[src/hdl/srtu_pkg.sv]
// ----------------------------------------------------------------------------
// srtu_pkg: shared types and codes for the sensor record table
// Status codes and the record layout carried along the cell chain.
// ----------------------------------------------------------------------------
package srtu_pkg;

  localparam logic [1:0] StUpdated  = 2'd0;
  localparam logic [1:0] StInserted = 2'd1;
  localparam logic [1:0] StFull     = 2'd2;
  localparam logic [1:0] StRejected = 2'd3;

  typedef struct packed {
    logic [7:0]  serial;
    logic [7:0]  kind;
    logic [7:0]  sid;
    logic [7:0]  age;
    logic [7:0]  rst;
    logic [7:0]  str;
    logic [31:0] cnt;
    logic [63:0] dlo;
    logic [47:0] dhi;
  } rec_t;

  // token handed from cell to cell during one pass
  typedef struct packed {
    logic       valid;
    logic       insert;   // second pass: claim first free slot
    logic       hit;      // something written so far in this pass
    logic [4:0] slot;
  } tok_t;

endpackage

[src/hdl/srtu_cell.sv]
// ----------------------------------------------------------------------------
// srtu_cell: one table slot
// Holds one record; compares against the item passing by and hands the token on.
// ----------------------------------------------------------------------------
module srtu_cell #(
  parameter int unsigned IDX = 0
) (
  input  logic            clk_i,
  input  logic            rst_ni,
  input  srtu_pkg::rec_t  rec_i,
  input  srtu_pkg::tok_t  tok_i,
  output srtu_pkg::tok_t  tok_o
);

  srtu_pkg::rec_t ent_q;
  srtu_pkg::tok_t tok_q, tok_d;
  logic           match, free, wr;

  assign match = (ent_q.serial == rec_i.serial) && (ent_q.kind == rec_i.kind) &&
                 (ent_q.sid == rec_i.sid) && (ent_q.age >= rec_i.age) &&
                 ((ent_q.cnt < rec_i.cnt) || (ent_q.rst < rec_i.rst) ||
                  (ent_q.str > rec_i.str));
  assign free  = (ent_q.serial == 8'd0);
  assign wr    = tok_i.valid && (tok_i.insert ? (free && !tok_i.hit) : match);

  always_comb begin
    tok_d = tok_i;
    if (wr) begin
      tok_d.hit  = 1'b1;
      tok_d.slot = 5'(IDX % 32);
    end
  end

  always_ff @(posedge clk_i or negedge rst_ni) begin
    if (!rst_ni) begin
      ent_q <= '0;
      tok_q <= '0;
    end else begin
      if (wr) ent_q <= rec_i;
      tok_q <= tok_d;
    end
  end

  assign tok_o = tok_q;

endmodule

[config.mk]
export PLATFORM = sky130hd
export DESIGN_NAME = srtu_cell
export DESIGN_NICKNAME = d
export VERILOG_FILES = /design/src/hdl/srtu_pkg.sv /design/src/hdl/srtu_cell.sv
export SDC_FILE = /design/constraint.sdc
export NUM_CORES = 1
export LEC_CHECK = 0
export ABC_AREA = 1
export BUFFER_PORTS_ARGS = -buffer_cell sky130_fd_sc_hd__buf_2
export CORE_ASPECT_RATIO = 1.2
export CORE_MARGIN = 2
export CORE_UTILIZATION = 35
export CTS_BUF_LIST = sky130_fd_sc_hd__clkbuf_4 sky130_fd_sc_hd__clkbuf_8 sky130_fd_sc_hd__clkbuf_16
export CTS_CLUSTER_SIZE = 12
export DETAILED_ROUTE_END_ITERATION = 10
export PLACE_DENSITY = 0.74
export SYNTH_ARGS = -nofsm -noshare
export SYNTH_HDL_FRONTEND = slang
export SYNTH_SLANG_ARGS = --single-unit
[constraint.sdc]
create_clock -name clk_i -period 2 [get_ports clk_i]
set_input_delay 0.4 -clock clk_i [delete_from_list [all_inputs] [get_ports clk_i]]
set_output_delay 0.4 -clock clk_i [all_outputs]
set_load 0.005 [all_outputs]
Yosys cells after proc, flatten, opt, wreduce, memory -nomap -nowiden:

Cells that the tools add are included.

* register bits after elaboration: 88
* bits in latches: 0
* memory bits (writable): 0
* memory bits (read-only): 0
* bits of input ports: 202
* output and inout port bits: 8
* logic and storage cells: 30
* memories: 0

* add/sub/neg operators: 0
* multipliers: 0
* div/mod/pow operators: 0
* order comparisons: 4
* equality and inequality tests: 3
* shifts and indexed selects: 0
* mux-type cells: 2
* bitwise operators: 0
* reduce and logical (&&, ||, !) cells: 10

Operators with widths (count)
* $lt 32x32->1: 1
* $eq 8x8->1: 3
* $ge 8x8->1: 1
* $gt 8x8->1: 1
* $logic_not 8->1: 1
* $lt 8x8->1: 1
* $logic_and 1x1->1: 6
* $mux 6: 1
* $logic_or 1x1->1: 2
* $logic_not 1->1: 1
* $mux 1: 1

Depth between registers and ports, before layout:

* depth in word-level cells: 8
* depth in mapped cells: 19

Worst setup path before layout:

Ideal clock, no wire load.

* path type: input -> register
* start: in rec_i[143] (netlist bit)
* end: reg ent_q[184] (netlist bit)
* data arrival time: 1.808 ns
* data required time: 1.883 ns
* slack: 0.075 ns
* stages: 15
* buffers on the path: 2
* path through: inv_1 -> ha_1 -> nand2_1 -> nor2_1 -> nand4_1 -> nor4_2 -> nand2_1 -> nand2_1 -> nand2_1 -> nand2_1 -> nand2_2 -> buf_6 -> buf_6 -> nand3_1 -> nand2_1

* word-level cells in the longest chain between the ends: 6

RTL lines
* from (decl): RTL line srtu_cell.sv:10 `input srtu_pkg::rec_t rec_i,`
* $lt 32x32->1: RTL line srtu_cell.sv:21 `((ent_q.cnt < rec_i.cnt) || (ent_q.rst < rec_i.rst) ||`
* $logic_or 1x1->1 (2 in series): RTL line srtu_cell.sv:21
* $logic_and 1x1->1: RTL line srtu_cell.sv:20 `(ent_q.sid == rec_i.sid) && (ent_q.age >= rec_i.age) &&`
* $mux 1: RTL line srtu_cell.sv:24 `assign wr = tok_i.valid && (tok_i.insert ? (free && !tok_i.hit) : match);`
* $logic_and 1x1->1: RTL line srtu_cell.sv:24
* to (signal assigned): RTL line srtu_cell.sv:39 `if (wr) ent_q <= rec_i;`
* to (decl): RTL line srtu_cell.sv:15 `srtu_pkg::rec_t ent_q;`

No other way between the ends.
A chain may end at the register's enable or synchronous reset.

Worst setup path in the final report:

* start: reg ent_q[143] (netlist bit)
* end: reg ent_q[154] (netlist bit)

* word-level cells in the longest chain between the ends: 6

RTL lines (RTL line)
* $lt 32x32->1: srtu_cell.sv:21
* $logic_or 1x1->1 (2 in series): srtu_cell.sv:21
* $logic_and 1x1->1: srtu_cell.sv:20
* $mux 1: srtu_cell.sv:24
* $logic_and 1x1->1: srtu_cell.sv:24

No other way between the ends.

==> flow_metrics.env <==
export IMPL_p_leak_nw=3.85
export IMPL_synth_cells=631
export IMPL_wire_per_inst_um=13.9
export IMPL_drc_errors=0
export IMPL_netlist_area_leader_share=0.423
export IMPL_die_w_um=115
export IMPL_routed_wirelength_um=13400
export IMPL_violations="setup timing"
export IMPL_ant_nets=0
export IMPL_syn_nets=887
export IMPL_synth_edf_count=0
export IMPL_finClkSkew_ns=0.00594
export IMPL_drive_above_1_share=0.317
export IMPL_port_buffers=97
export IMPL_postLayoutCoreUtil=0.498
export IMPL_grt_max_degree=53
export IMPL_nNetsFinal=1012
export IMPL_crit_fanout=28
export IMPL_vias_per_cell=4.78
export IMPL_ir_drop_uv=369
export IMPL_r2r_end="ent_q[154]$_DFFE_PN0P_"
export IMPL_worstHoldPathCells=1
export IMPL_drt_iter0_markers=189
export IMPL_setup_tns_ns=-14.19
export IMPL_finalHoldViolCount=0
export IMPL_critPathArrivalTime_ns=2.44
export IMPL_post_route_min_period_ns=2.20
export IMPL_grt_pass1_vias=4424
export IMPL_grt_antenna_before_repair=0
export IMPL_cp_required_ns=2.24
export IMPL_holdWs_ns=0.182
export IMPL_die_y_um=138
export IMPL_ff2ff_setup_slack_ns=-0.20
export IMPL_cts_num_sinks=88
export IMPL_slew_headroom=0.770
export IMPL_clockRootBuffer="clkbuf_16"
export IMPL_synthTopCellsByArea="dfrtp_1 (42%), nand2_1 (15%), ha_1 (13%)"
export IMPL_hold_path_end="tok_o[7]$_DFF_PN0_"
export IMPL_setup_viol=86
export IMPL_seq_area_sq_um=2200
export IMPL_cts_tree="done"
export IMPL_holdCritStartpoint="tok_i[7]"
export IMPL_grt_use_total=0.167
export IMPL_synth_warnings=0
export IMPL_fillerInstances=1353
export IMPL_cts_buffers_inserted=9
export IMPL_outcome="finished with violations"
export IMPL_grt_pass1_wl_um=20600
export IMPL_grt_setup_unrepaired="yes"
export IMPL_period_share=1.10
export IMPL_die_area_sq_um=15900
export IMPL_synthFlopType="dfrtp_1"
export IMPL_async_flop_share=1.00
export IMPL_yosys_top_cells_count="nand2_1 (205), dfrtp_1 (88), nand3_1 (87)"
export IMPL_yosysMostFrequentCell="nand2_1"
export IMPL_dr_pass1_iters=5
export IMPL_ys_ff_latch=88
export IMPL_hold_class="in -> reg"
export IMPL_reg2reg_from="ent_q[143]$_DFFE_PN0P_"
export IMPL_gp_congestion=0.781
export IMPL_max_clock_freq_mhz=454
export IMPL_initial_core_util=0.359
export IMPL_cp_start_kind="flip-flop"
export IMPL_core_area_sq_um=14500
export IMPL_netlist_area_sq_um=5200
export IMPL_rows=48
export IMPL_finalPower_mw=5.98
export IMPL_end_kind="flip-flop"
export IMPL_synth_distinct_cells=26
export IMPL_r2r_cells=14
export IMPL_clk_pin_slew_ns=0.07
export IMPL_htreeDepth=3
export IMPL_io_pins=210
export IMPL_vias=4596
export IMPL_p_per_area_nw_per_um2=830
export IMPL_synth_avg_cell_area_sq_um=8.24
export IMPL_synth_top_area_cell="dfrtp_1"
export IMPL_cts_path_max_buffers=2
export IMPL_antenna_cells=0
export IMPL_drv_cap=0
export IMPL_multi_input_area_sq_um=2960
export IMPL_tightest_slew_ns=0.343
export IMPL_setup_slack_ns=-0.201
export IMPL_dp_hpwl_um=8640
export IMPL_seq_area_frac_synth=0.423
export IMPL_slew_violations=0
export IMPL_area_growth_pct=38.6
export IMPL_worstSetupPathType="reg -> reg"
export IMPL_worstSkewPairLatency_ns=0.35
export IMPL_grt_ovfl_total=0
==> critical path, stage by stage (launching register included) <==
cell     delay [ns]
dfrtp_1        0.41
ha_4           0.30
nand2_4        0.06
nor2_4         0.10
nand4_1        0.14
nor4_2         0.24
nand2_1        0.10
nand2_1        0.06
nand2_1        0.06
nand2_2        0.07
nand2_4        0.08
buf_12         0.16
buf_12         0.16
nand3_1        0.09
nand2_1        0.06
==> layer usage <==
metal / wire (um) / GRT usage / vias to the layer above
li1: - / - / 2281
met1: 5730 / 0.195 / 2180
met2: 6760 / 0.301 / 115
met3: 613 / 0.0264 / 20
met4: 289 / 0.0743 / 0
met5: 0 / 0 / -
==> what timing repair did <==
item	4_1_cts	5_1_grt
buffers inserted	6	3
pin swaps	3	8
endpoints found under the setup margin	86	86
gates cloned	4	7
hold buffers	1	0
gates resized for setup	27	101
endpoints found under the hold margin	18	0
==> registers in the layout, indices dropped and copies added, names as in the netlist <==
register,flops
ent_q,80
tok_o,8
==> final cells by class <==
cell class | count | share of cell area
inverters | 72 | 0.0375
clock inverters | 5 | 0.0177
multi-input cells | 445 | 0.410
well taps | 200 | 0.0347
repair buffers | 140 | 0.161
clock buffers | 11 | 0.0342
flip-flops and latches | 88 | 0.305
==> where the power goes <==
group | switching, mW | internal, mW
Clock | 0.730 | 1.40
Combinational | 0.764 | 0.760
Sequential | 0.248 | 2.09
Total | 1.74 | 4.24
==> logic make-up (layout without fill, tap and decap cells) <==
logic type,Yosys count,after routing,synth area share
AO/OA/AOI/OAI,44,44,0.0488
XOR/XNOR,22,22,0.0370
adder cells (fa/ha/maj),54,54,0.130
AND/OR/NAND/NOR,325,325,0.265
flip-flops,88,88,0.423
buffers and inverters,98,228,0.0962
==> stage by stage <==
stage / std cells / instance area (sq um) / worst slack, ns
after floorplan: 631 / 5200 / 0.0751
after global placement: 924 / 5960 / -0.418
after detailed placement: 924 / 5960 / -0.451
after CTS: 951 / 6640 / -0.242
after global routing: 961 / 7210 / -0.370
final: 961 / 7210 / -0.201
==> worst max-delay path by stage <==
stage | start | to | slack (ns) | cells past startpoint
2_1_floorplan | rec_i[143] | ent_q[184]$_DFFE_PN0P_ | 0.08 | 15
3_3_place_gp | rec_i[143] | ent_q[160]$_DFFE_PN0P_ | -0.42 | 15
3_5_place_dp | rec_i[143] | ent_q[154]$_DFFE_PN0P_ | -0.45 | 15
4_1_cts | ent_q[143]$_DFFE_PN0P_ | ent_q[154]$_DFFE_PN0P_ | -0.24 | 14
5_1_grt | ent_q[121]$_DFFE_PN0P_ | ent_q[130]$_DFFE_PN0P_ | -0.37 | 15
6_report | ent_q[143]$_DFFE_PN0P_ | ent_q[154]$_DFFE_PN0P_ | -0.20 | 14
==> cells in the final DEF, fill, tap and decap left out, types with 2 or more instances in the layout <==
master,Yosys,final
nand2_1,205,153
buf_2,4,96
dfrtp_1,88,88
nand3_1,87,75
inv_1,72,72
ha_1,54,45
nand2_2,1,33
a21oi_1,25,23
xnor2_1,22,22
nand2_4,1,20
buf_4,6,19
nor2_1,16,14
clkbuf_16,0,14
nand3_2,0,12
buf_12,0,10
ha_4,0,9
nand4_1,8,8
o21ai_0,7,6
a21boi_2,1,5
nor3_1,4,4
bufinv_16,0,4
buf_16,0,4
buf_8,0,3
a21oi_2,0,2
o21ai_1,1,2
o2111ai_1,2,2
nor4_1,2,2
Power figures use the tool's default switching activity.
